File: config.mk
export PLATFORM = sky130hd
export DESIGN_NAME = msd_controller
export DESIGN_NICKNAME = d
export VERILOG_FILES = /design/src/hw/rtl/msd_pkg.sv /design/src/hw/rtl/msd_controller.sv
export SDC_FILE = /design/constraint.sdc
export NUM_CORES = 1
export LEC_CHECK = 0
export ABC_AREA = 0
export BUFFER_PORTS_ARGS = -buffer_cell sky130_fd_sc_hd__buf_2
export CAP_MARGIN = 10
export CORE_UTILIZATION = 40
export CTS_CLUSTER_DIAMETER = 100
export DETAILED_ROUTE_END_ITERATION = 12
export GPL_ROUTABILITY_DRIVEN = 0
export PLACE_DENSITY = 0.67
export SYNTH_ARGS = -nofsm -noshare
export SYNTH_HDL_FRONTEND = slang
export SYNTH_SLANG_ARGS = --single-unit
export TNS_END_PERCENT = 50
File: constraint.sdc
create_clock -name clock -period 1.5 [get_ports clock]
set_input_delay 0.3 -clock clock [delete_from_list [all_inputs] [get_ports clock]]
set_output_delay 0.3 -clock clock [all_outputs]
set_load 0.03 [all_outputs]
File: src/hw/rtl/msd_pkg.sv
// Shared types, constants and codes of the multi-source shortest distance engine.
package msd_pkg;

   localparam int MAX_VERTICES = 64;
   localparam int VERT_BITS    = 6;
   localparam int CNT_BITS     = 7;
   localparam int MAX_EDGES    = 256;
   localparam int EDGE_BITS    = 8;
   localparam int ETOT_BITS    = 9;
   localparam int WEIGHT_BITS  = 16;
   localparam int DIST_BITS    = 24;
   localparam int OUT_BITS     = 17;

   localparam logic [DIST_BITS-1:0] DIST_INF     = 24'd10000000;
   localparam logic [DIST_BITS-1:0] DIST_CAP     = 24'd100000;
   localparam logic [CNT_BITS-1:0]  VCOUNT_RESET = 7'd64;
   localparam logic [CNT_BITS-1:0]  VCOUNT_MAX   = 7'd64;
   localparam logic [ETOT_BITS-1:0] EDGE_LIMIT   = 9'd256;

   typedef enum logic [1:0] {
      FUNC_ADD_EDGE   = 2'd0,
      FUNC_ADD_SOURCE = 2'd1,
      FUNC_RUN        = 2'd2,
      FUNC_CLEAR      = 2'd3
   } func_type;

   typedef struct packed {
      func_type         func;
      logic [5:0]       node_a;
      logic [5:0]       node_b;
      logic [15:0]      link_weight;
   } req_type;

   typedef struct packed {
      logic [5:0]       vertex;
      logic [16:0]      distance;
      logic             last;
   } rsp_type;

   typedef struct packed {
      logic [VERT_BITS-1:0]   node_a;
      logic [VERT_BITS-1:0]   node_b;
      logic [WEIGHT_BITS-1:0] weight;
   } edge_type;

   typedef struct packed {
      logic load;
      logic v_clr;
      logic e_clr;
      logic init_wr;
      logic scan;
      logic pick;
      logic edge_rd;
      logic edge_chk;
      logic edge_upd;
      logic out_rd;
      logic out_emit;
   } cmd_type;

   typedef struct packed {
      logic v_last;
      logic e_last;
      logic e_none;
      logic found;
   } sts_type;

endpackage

File: src/hw/rtl/msd_controller.sv
// Controller: sequences initialization, minimum scans, edge relaxation and output.
module msd_controller (
   input  logic              clock,
   input  logic              reset,
   input  logic              start,
   input  msd_pkg::func_type func,
   output logic              busy,
   output msd_pkg::cmd_type  cmd,
   input  msd_pkg::sts_type  sts
);
   import msd_pkg::*;

   typedef enum logic [9:0] {
      ST_IDLE  = 10'b0000000001,
      ST_INIT  = 10'b0000000010,
      ST_SCAN  = 10'b0000000100,
      ST_SLAST = 10'b0000001000,
      ST_PICK  = 10'b0000010000,
      ST_ERD   = 10'b0000100000,
      ST_ECHK  = 10'b0001000000,
      ST_EUPD  = 10'b0010000000,
      ST_ORD   = 10'b0100000000,
      ST_OEMIT = 10'b1000000000
   } state_type;

   state_type state_ff, state_in;

   always_comb begin
      state_in = state_ff;
      cmd      = '0;
      case (state_ff)
         ST_IDLE: begin
            if (start) begin
               cmd.load = 1'b1;
               if (func == FUNC_RUN) begin
                  cmd.v_clr = 1'b1;
                  state_in  = ST_INIT;
               end
            end
         end
         ST_INIT: begin
            cmd.init_wr = 1'b1;
            if (sts.v_last) begin
               cmd.v_clr = 1'b1;
               state_in  = ST_SCAN;
            end
         end
         ST_SCAN: begin
            cmd.scan = 1'b1;
            if (sts.v_last) begin
               state_in = ST_SLAST;
            end
         end
         ST_SLAST: begin
            state_in = ST_PICK;
         end
         ST_PICK: begin
            cmd.pick  = 1'b1;
            cmd.v_clr = 1'b1;
            if (!sts.found) begin
               state_in = ST_ORD;
            end else if (sts.e_none) begin
               state_in = ST_SCAN;
            end else begin
               cmd.e_clr = 1'b1;
               state_in  = ST_ERD;
            end
         end
         ST_ERD: begin
            cmd.edge_rd = 1'b1;
            state_in    = ST_ECHK;
         end
         ST_ECHK: begin
            cmd.edge_chk = 1'b1;
            state_in     = ST_EUPD;
         end
         ST_EUPD: begin
            cmd.edge_upd = 1'b1;
            if (sts.e_last) begin
               cmd.v_clr = 1'b1;
               state_in  = ST_SCAN;
            end else begin
               state_in = ST_ERD;
            end
         end
         ST_ORD: begin
            cmd.out_rd = 1'b1;
            state_in   = ST_OEMIT;
         end
         ST_OEMIT: begin
            cmd.out_emit = 1'b1;
            state_in     = sts.v_last ? ST_IDLE : ST_ORD;
         end
         default: begin
            state_in = ST_IDLE;
         end
      endcase
   end

   always_ff @(posedge clock) begin
      if (reset) begin
         state_ff <= ST_IDLE;
      end else begin
         state_ff <= state_in;
      end
   end

   assign busy = (state_ff != ST_IDLE);

   a_load_only_idle: assert property (@(posedge clock) disable iff (reset)
      cmd.load |-> !busy)
      else $error("request taken while busy");

   a_emit_after_read: assert property (@(posedge clock) disable iff (reset)
      cmd.out_emit |-> $past(cmd.out_rd))
      else $error("result emitted without a distance read");

   a_relax_sequence: assert property (@(posedge clock) disable iff (reset)
      cmd.edge_upd |-> $past(cmd.edge_chk, 1) && $past(cmd.edge_rd, 2))
      else $error("edge update out of sequence");

endmodule

==> results of run 1 <==
## worst max path at each step
stage,start,endpoint,slack (ns),depth (start not counted)
finish,state_ff[9]$_SDFFE_PP0P_,cmd[9],-0.52,6
global route,state_ff[9]$_SDFFE_PP0P_,cmd[9],-0.56,6
CTS,state_ff[4]$_SDFFE_PP0P_,cmd[9],-0.46,5
detailed placement,state_ff[7]$_SDFFE_PP0P_,state_ff[0]$_SDFFE_PP1P_,-0.25,5
global placement,state_ff[9]$_SDFFE_PP0P_,cmd[9],-0.18,6
floorplan,state_ff[8]$_SDFFE_PP0P_,cmd[9],-0.56,5
## per-layer routing
metal / vias to the layer above / global-route usage, % / routed length, um
li1: 476 / - / -
met1: 516 / 35.6 / 1380
met2: 58 / 47.9 / 1750
met3: 12 / 5.56 / 239
met4: 0 / 17.1 / 121
met5: - / 0 / 0
## report_power, final
part	switching [mW]	total [mW]	leakage, nW	internal, mW
Clock	0.106	0.199	0.0138	0.0932
Combinational	0.297	0.607	0.545	0.310
Sequential	0.0274	0.306	0.0847	0.279
Total	0.431	1.11	0.644	0.682
## through the flow
stage / area, um2 / hold WS [ns] / std cells / worst slack, ns
final: 1530 / 0.228 / 181 / -0.524
after CTS: 1410 / 0.228 / 176 / -0.458
after global placement: 1130 / 0.513 / 166 / -0.181
after floorplan: 801 / 0.368 / 95 / -0.564
after detailed placement: 1130 / 0.516 / 166 / -0.251
after global routing: 1530 / 0.241 / 181 / -0.563
## cell type report
type	instances	area share (%)
Timing Repair Buffer	64	34.9
Tap cell	25	2.05
Multi-Input combinational cell	75	46.8
Clock buffer	3	1.48
Sequential cell	10	13.9
Inverter	4	0.984
## cells in the mapped netlist, types with 2 or more instances
cell	number	area share (%)
nand4_1	5	4.1
or3_4	2	2.9
o211ai_1	3	2.9
nor4_4	2	5.5
or2_2	2	1.6
and3_1	4	3.2
nand3_1	2	1.3
nor2b_1	3	2.4
nand2_2	2	1.6
nor3_1	10	6.5
nor4b_1	2	2.3
nand3b_1	2	1.9
buf_2	2	1.3
nand2b_1	4	3.2
nand2_1	3	1.5
a21oi_1	3	1.9
a21o_1	2	1.9
buf_6	2	2.9
dfxtp_1	10	26
inv_1	4	1.9
nor2_1	8	3.9
xor2_1	2	2.3
## placed cells by master (no fill, tap or decap), types with 3 or more instances in the layout
cell and n:
nand2_2 4, dfxtp_1 3, nor3_1 3, nor3_2 3, clkbuf_4 3, nor3_4 5
inv_1 3, buf_6 19, and3_4 3, nand4_1 5, nor2b_1 3, nand2b_1 4
o211ai_1 3, buf_2 8, a21oi_1 3, buf_4 37, nor2_4 6, dfxtp_2 6
## repair_timing
action	CTS	global route
setup buffers	8	6
endpoints found under the setup margin	22	22
pin swaps	19	14
gates resized for setup	57	22
cloned	0	0
## worst register-to-register path, cell delays in order (launching register included)
cell and delay (ns):
dfxtp_2 0.34, or3_4 0.40, nor4_4 0.32, nand2_2 0.10, buf_4 0.14, buf_4 0.12
buf_4 0.12, a311oi_2 0.20
## cell families (layout without fill, tap and decap cells)
kind of cell	after synthesis	in the layout
AOI/OAI and AO/OA	17	17
xor gates and xnor gates	3	3
buffers and inverters	10	71
DFF	10	10
and+or+nand+nor	55	55
==> impl_metrics.toml, run 1 <==
[status]
status = "finished, violations left"
violations = "setup timing"

[route]
viasPerCell = 5.87
vias = 1062
first_pass_iters = 4
route.detailed.drc = 0
wirelength_um = 3490
routedWlPerCell_um = 19.3
drtIter0Drc = 48
detail-route-antenna-nets = 0

[synthesis]
yosysWarnings = 0
synthFlopType = "dfxtp_1"
ys_seq_area_share_pct = 25.9
synth.area.mux_share_pct = 0
syn_inst = 95
synth_top_family_by_area = "simple AND/OR/NAND/NOR gates"
synth-xor-area-share_pct = 3.40
synth_simple_gate_area_share_pct = 46.4
synth_edf_count = 0
yosys.cell_types.count = 38
synth.avg_cell_area_um2 = 8.13
synth_adder_area_share_pct = 0
syn-num-nets = 104
netlist_area_um2 = 772
synth_compound_area_share_pct = 17.0
ys_ff_latch = 10
synth-async-reset-ratio_pct = 0

[critical_path]
r2r_slack_ns = -0.33
critical_path.endpoint_type = "primary output"
r2r-end = "state_ff[2]$_SDFFE_PP0P_"
startpoint_type = "flip-flop"
crit_chain = "buf_6, nor3_4, and3_4, nand4_1, nand4_1, buf_6"
r2r_start = "state_ff[6]$_SDFFE_PP0P_"
path_max_fanout = 5
critPathArrivalTime_ns = 1.72
worst-path-buf-inv = 2
critPathKind = "flip-flop to primary output"
r2r_cells = 7
required_ns = 1.20
slowest_stage = "dfxtp_2"
max_stage_delay_ns = 0.33
crit_family = "simple AND/OR/NAND/NOR gates"

[timing]
setup_ws_ns = -0.524
period_minus_slack_ns = 2.02
rsz0062_at_grt = "true"
slew_headroom_pct = 77.2
fin_setup_tns_ns = -6.59
maxClockFrequency_mhz = 494
finalSetupViolCount = 22
skew_ns = 0.00961
fin_crit_sh_pct = 135
hold_viol_final = 0
slew_violations = 0
tightest_slew_ns = 0.340

[power]
peakVddDrop_uv = 601
leakage_nw = 0.644
power_mw = 1.11
powerDensity_mw_per_mm2 = 729

[worst_hold_path]
min_from = "reset"
hold_path.class = "primary input to flip-flop"
hold-path-cell-count = 2
min_to = "state_ff[2]$_SDFFE_PP0P_"

[grt]
grt.total_usage_pct = 29.4
grt_max_degree = 9
grt_pass1_wl_um = 4200
grt_pass1_vias = 903
antenna_found_initial = 0
overflow = 0

[die]
start_util_pct = 43.8
dieArea_mm2 = 0.00211
rows = 15
die_w_um = 45.9
core_mm2 = 0.00176
die_h_um = 45.9
boundaryPins = 21

[placement]
hpwl_um = 1860
io_buffer_count = 20

[finish]
nNetsFinal = 167
final_util_pct = 86.5
largest_reg_flops = 10
multi_input_comb_area_um2 = 713
area_delta_synth_final_pct = 97.6
fill_cells = 91
max_flop_register = "state_ff"
seqCellArea_um2 = 211
antenna_cells = 0
largestRegisters = "state_ff x10"
drive_gt1_share_pct = 71.8

[flow_run]
max_cap_viol_count = 0

[cts]
clock_sinks = 10
cts_tree = "built"
hold_buffers = 0
insertion_delay_ns = 0.28
path_clk_slew_ns = 0.08
clockRootBuffer = "clkbuf_4"
cts_buffers = 3
htree_levels = 1
clk_path_buf_depth = 2
(Power assumes the default switching activity.)
==> run 2: changes to the inputs <==
PLACE_DENSITY = default   (was 0.67)
PLACE_DENSITY_LB_ADDON = 0.05   (was default)
RECOVER_POWER = 25   (was default)
REMOVE_ABC_BUFFERS = 1   (was default)
==> impl_metrics.toml, run 2 (synthesis results as in run 1) <==
[critical_path]
r2r_cells = 6
r2r_slack_ns = -0.16
required_ns = 1.20
path_max_fanout = 3
crit_family = "simple AND/OR/NAND/NOR gates"
max_stage_delay_ns = 0.41
slowest_stage = "or3_4"
crit_chain = "or3_4, buf_4, nor3_2, and3_4, buf_6"
r2r-end = "state_ff[2]$_SDFFE_PP0P_"
startpoint_type = "flip-flop"
worst-path-buf-inv = 2
critPathArrivalTime_ns = 1.65
critPathKind = "flip-flop to primary output"
critical_path.endpoint_type = "primary output"
r2r_start = "state_ff[7]$_SDFFE_PP0P_"

[timing]
setup_ws_ns = -0.452
period_minus_slack_ns = 1.95
slew_headroom_pct = 81.9
skew_ns = 0.00596
rsz0062_at_grt = "true"
tightest_slew_ns = 0.271
fin_crit_sh_pct = 130
maxClockFrequency_mhz = 512
finalSetupViolCount = 21
slew_violations = 0
hold_viol_final = 0

[flow_run]
max_cap_viol_count = 0

[grt]
grt_pass1_vias = 931
busiest_layer = "met2"
met1_usage_pct = 32.8
met3_usage_pct = 9.52
overflow = 0
grt_max_degree = 9
grt_pass1_wl_um = 4120
antenna_found_initial = 0
met2_usage_pct = 47.0
grt.total_usage_pct = 28.1

[route]
detail-route-antenna-nets = 0
viasPerCell = 5.55
vias = 994
drtIter0Drc = 28
routedWlPerCell_um = 16.1
route.detailed.drc = 0
wirelength_um = 2890
first_pass_iters = 4

[die]
dieArea_mm2 = 0.00211
start_util_pct = 43.8
rows = 15
core_mm2 = 0.00176
boundaryPins = 21
die_w_um = 45.9
die_h_um = 45.9

[finish]
area_delta_synth_final_pct = 89.8
final_common_cell = "buf_4"
antenna_cells = 0
layout_common_cells = "35 x buf_4, 18 x buf_6, 8 x buf_2"
largest_reg_flops = 10
final_cells = 179
drive_gt1_share_pct = 67.5
nNetsFinal = 165
max_flop_register = "state_ff"
largestRegisters = "state_ff x10"
fin_area_mm2 = 0.00147

[worst_hold_path]
min_from = "reset"
hold_path.class = "primary input to flip-flop"
min_to = "state_ff[2]$_SDFFE_PP0P_"
hold-path-cell-count = 2

[cts]
cts_tree = "built"
hold_buffers = 0
clock_sinks = 10
insertion_delay_ns = 0.27
path_clk_slew_ns = 0.07
htree_levels = 1
cts_buffers = 3
clk_path_buf_depth = 2
clockRootBuffer = "clkbuf_4"

[placement]
io_buffer_count = 20
place_area_mm2 = 0.00106
numPlacedInstances = 161
hpwl_um = 1700
dp_slack_ns = -0.248

[power]
seqPwrFrac_pct = 28.3
p_switching_mw = 0.396
p_sw_share_pct = 36.7
power_mw = 1.08
peakVddDrop_uv = 575
cellInternalPower_mw = 0.682
leakage_nw = 0.622
combPwrFrac_pct = 54.3
powerDensity_mw_per_mm2 = 736
clkPwrFrac_pct = 17.4

[status]
status = "finished, violations left"
violations = "setup timing"
-- run 2: changes by cell type in the layout (fill, tap and decap cells not counted), sizes merged --
cell,delta
buf,-3
clkbuf,+1
-- run 2: power groups by stage --
stage / clock network, mW / registers, mW / logic, mW
3_3_place_gp: 0 / 0.311 / 0.355
5_1_grt: 0.208 / 0.305 / 0.622
3_5_place_dp: 0 / 0.311 / 0.360
2_1_floorplan: 0 / 0.311 / 0.223
6_report: 0.188 / 0.305 / 0.586
4_1_cts: 0.192 / 0.302 / 0.484
-- run 2: area by class of cell --
type                    instances  area [um2]
flip-flops and latches         10         213
fillers                       113         299
clock buffers                   3        22.5
repair buffers                 62         513
multi-input cells              75         671
well taps                      25        31.3
inverters                       4        15.0
-- run 2: worst max-delay path by stage --
stage / cells past startpoint / start / slack, ns / to
3_3_place_gp: 6 / state_ff[8]$_SDFFE_PP0P_ / -0.25 / cmd[9]
4_1_cts: 5 / state_ff[8]$_SDFFE_PP0P_ / -0.45 / cmd[9]
6_report: 5 / state_ff[8]$_SDFFE_PP0P_ / -0.45 / cmd[6]
3_5_place_dp: 6 / state_ff[8]$_SDFFE_PP0P_ / -0.25 / cmd[9]
5_1_grt: 5 / state_ff[8]$_SDFFE_PP0P_ / -0.51 / cmd[6]
2_1_floorplan: 4 / state_ff[9]$_SDFFE_PP0P_ / -0.52 / cmd[9]
-- run 2: worst reg2reg max path: stages (launching register included) --
cell	delay (ns)
dfxtp_4	0.37
nor4_4	0.29
buf_4	0.19
nand2_8	0.08
buf_4	0.15
o31a_1	0.29
a311oi_2	0.21
-- run 2: what timing repair did --
item | 4_1_cts | 5_1_grt
endpoints found under the hold margin | 0 | 0
resized for setup | 52 | 22
buffers inserted | 7 | 10
gates cloned | 0 | 0
endpoints found under the setup margin | 21 | 22
pin swaps | 21 | 15
-- run 2: layer usage --
| metal | share of wire, % | up-vias |
|---|---|---|
| met2 | 53 | 36 |
| met3 | 5.2 | 6 |
| met4 | 1.1 | 0 |
| met5 | 0 | - |
| met1 | 41 | 478 |
| li1 | - | 474 |
-- run 2: through the flow --
stage                     hold slack (ns)  utilization (%)  TNS [ns]
after floorplan                     0.368                -     -2.31
after global placement              0.523             60.4     -1.49
after detailed placement            0.523             60.4     -1.16
after CTS                           0.242             74.7     -3.92
after global routing                0.245             83.0     -5.90
final                               0.249             83.0     -4.81
==> run 3: changes to the inputs <==
ABC_AREA = 1   (was 0)
==> impl_metrics.toml, run 3 <==
[status]
status = "finished, violations left"
violations = "setup timing"

[timing]
fin_crit_sh_pct = 121
rsz0062_at_grt = "true"
period_minus_slack_ns = 1.81
maxClockFrequency_mhz = 553
hold_viol_final = 0
skew_ns = 0.000867
tightest_slew_ns = 0.348
slew_violations = 0
setup_ws_ns = -0.308
finalSetupViolCount = 20
slew_headroom_pct = 76.6

[placement]
io_buffer_count = 20
numPlacedInstances = 180
place_area_mm2 = 0.00100
hpwl_um = 1580

[synthesis]
netlist_area_um2 = 743
synth_top_area_share_pct = 26.9
synth-async-reset-ratio_pct = 0
ys_ff_latch = 10
synth_simple_gate_area_share_pct = 55.4
synth.area.mux_share_pct = 0
synth_edf_count = 0
synth_commonest_cells = "21 x inv_1, 21 x nand2_1, 18 x nor2_1"
synthFlopType = "dfxtp_1"
synth_adder_area_share_pct = 0
yosysWarnings = 0
synth_area_leaders = "dfxtp_1 27%, inv_1 11%, nand2_1 11%, nor2_1 9.1%, nand3_1 6.7%"
yosys.cell_types.count = 22
synth.avg_cell_area_um2 = 6.30
syn_inst = 118
synth_compound_area_share_pct = 4.21
synth_top_area_cell = "dfxtp_1"
synth-xor-area-share_pct = 0
synth_top_family_by_area = "simple AND/OR/NAND/NOR gates"
ys_seq_area_share_pct = 26.9

[cts]
cts_tree = "built"
clock_sinks = 10
path_clk_slew_ns = 0.07
clk_path_buf_depth = 2
clockRootBuffer = "clkbuf_4"
insertion_delay_ns = 0.26
cts_buffers = 3
htree_levels = 1

[die]
rows = 15
die_w_um = 45.1
start_util_pct = 43.0
die_h_um = 45.1
boundaryPins = 21
dieArea_mm2 = 0.00203
core_mm2 = 0.00173

[grt]
grt_pass1_vias = 800
met3_usage_pct = 5.20
busiest_layer = "met2"
grt.total_usage_pct = 24.1
grt_max_degree = 11
grt_pass1_wl_um = 3480
antenna_found_initial = 0
met2_usage_pct = 37.4
overflow = 0
met1_usage_pct = 32.1

[finish]
area_delta_synth_final_pct = 71.5
nNetsFinal = 175
antenna_cells = 0
largest_reg_flops = 10
fin_area_mm2 = 0.00127
largestRegisters = "state_ff x10"
final_cells = 190
drive_gt1_share_pct = 53.9
fill_cells = 144
multi_input_comb_area_um2 = 559
max_flop_register = "state_ff"
layout_common_cells = "26 x buf_4, 19 x inv_1, 17 x nor2_1, 17 x nand2_1, 9 x nand3_1"
seqCellArea_um2 = 213
final_common_cell = "buf_4"

[worst_hold_path]
hold_path.class = "primary input to flip-flop"
hold-path-cell-count = 3
min_to = "state_ff[0]$_SDFFE_PP1P_"
min_from = "sts[3]"

[critical_path]
path_max_fanout = 4
crit_chain = "nor2_4, nand2_4, nor2_4, nand2_4, o2111ai_2, buf_6"
critPathKind = "flip-flop to primary output"
r2r-end = "state_ff[5]$_SDFFE_PP0P_"
r2r_cells = 11
critPathArrivalTime_ns = 1.51
r2r_start = "state_ff[9]$_SDFFE_PP0P_"
max_stage_delay_ns = 0.35
required_ns = 1.20
r2r_slack_ns = -0.02
critical_path.endpoint_type = "primary output"
startpoint_type = "flip-flop"
slowest_stage = "dfxtp_4"

[route]
vias = 892
route.detailed.drc = 0
detail-route-antenna-nets = 0
drtIter0Drc = 20
viasPerCell = 4.69
routedWlPerCell_um = 11.7
first_pass_iters = 4
wirelength_um = 2230

[power]
powerDensity_mw_per_mm2 = 1290
peakVddDrop_uv = 906
leakage_nw = 0.702

[flow_run]
max_cap_viol_count = 0
[run 3: cell count changes after synthesis, sizes merged, moves of 8 or more]
cell	delta
nor3	-9
inv	+21
nand2	+25
nor2	+19
nand3	+8
[run 3: power by group]
group / internal, mW / switching [mW]
registers: 0.293 / 0.0316
logic: 0.450 / 0.631
clock network: 0.147 / 0.0945
[run 3: worst max-delay path by stage]
stage / from / to / slack, ns / depth (start not counted)
final: state_ff[9]$_SDFFE_PP0P_ / cmd[9] / -0.31 / 6
after global routing: state_ff[9]$_SDFFE_PP0P_ / cmd[9] / -0.37 / 8
after CTS: state_ff[6]$_SDFFE_PP0P_ / cmd[8] / -0.26 / 8
after detailed placement: state_ff[9]$_SDFFE_PP0P_ / cmd[9] / -0.07 / 6
after global placement: state_ff[9]$_SDFFE_PP0P_ / cmd[9] / -0.09 / 6
after floorplan: state_ff[2]$_SDFFE_PP0P_ / cmd[1] / -0.40 / 3
[run 3: final cells by class]
type,count,share of cell area (%)
multi-input cells,82,43.9
well taps,25,2.45
clock buffers,4,2.85
flip-flops and latches,10,16.7
inverters,26,8.05
repair buffers,43,26.1
[run 3: logic make-up (layout without fill, tap and decap cells)]
| kind of cell | Yosys count | count (layout) |
|---|---|---|
| DFF | 10 | 10 |
| AOI/OAI and AO/OA | 5 | 5 |
| buffers and inverters | 26 | 73 |
| and+or+nand+nor | 77 | 77 |
[run 3: critical path: cells and delay by family (launching register included)]
| family | cells | cell delay, ns |
|---|---|---|
| AND/OR/NAND/NOR | 4 | 0.54 |
| flip-flops | 1 | 0.35 |
| AO/OA/AOI/OAI | 1 | 0.19 |
| buffers and inverters | 1 | 0.16 |
[run 3: timing repair]
item                       in CTS  in global routing
pin swaps                       8                  5
gates cloned                    0                  0
resized for setup              34                 21
setup endpoints to repair      12                 20
setup buffers                   3                  3
hold buffers                    0                  0
[run 3: per-stage QoR]
step           setup TNS (ns)  hold WS (ns)  power [mW]  util [%]  setup WS, ns
6_report                -2.50         0.300        1.65      73.8        -0.308
3_5_place_dp           -0.128         0.571        1.14      58.0       -0.0691
5_1_grt                 -4.07         0.326        1.77      73.8        -0.373
3_3_place_gp           -0.135         0.560        1.14      58.0       -0.0906
4_1_cts                 -2.25         0.297        1.59      68.8        -0.259
2_1_floorplan           -3.10         0.428       0.883         -        -0.399
[run 3: metal layers]
layer / up-vias / part of all wire [%]
met5: - / 0
met4: 0 / 0.63
met3: 2 / 5.6
met2: 26 / 50
met1: 402 / 44
li1: 462 / -
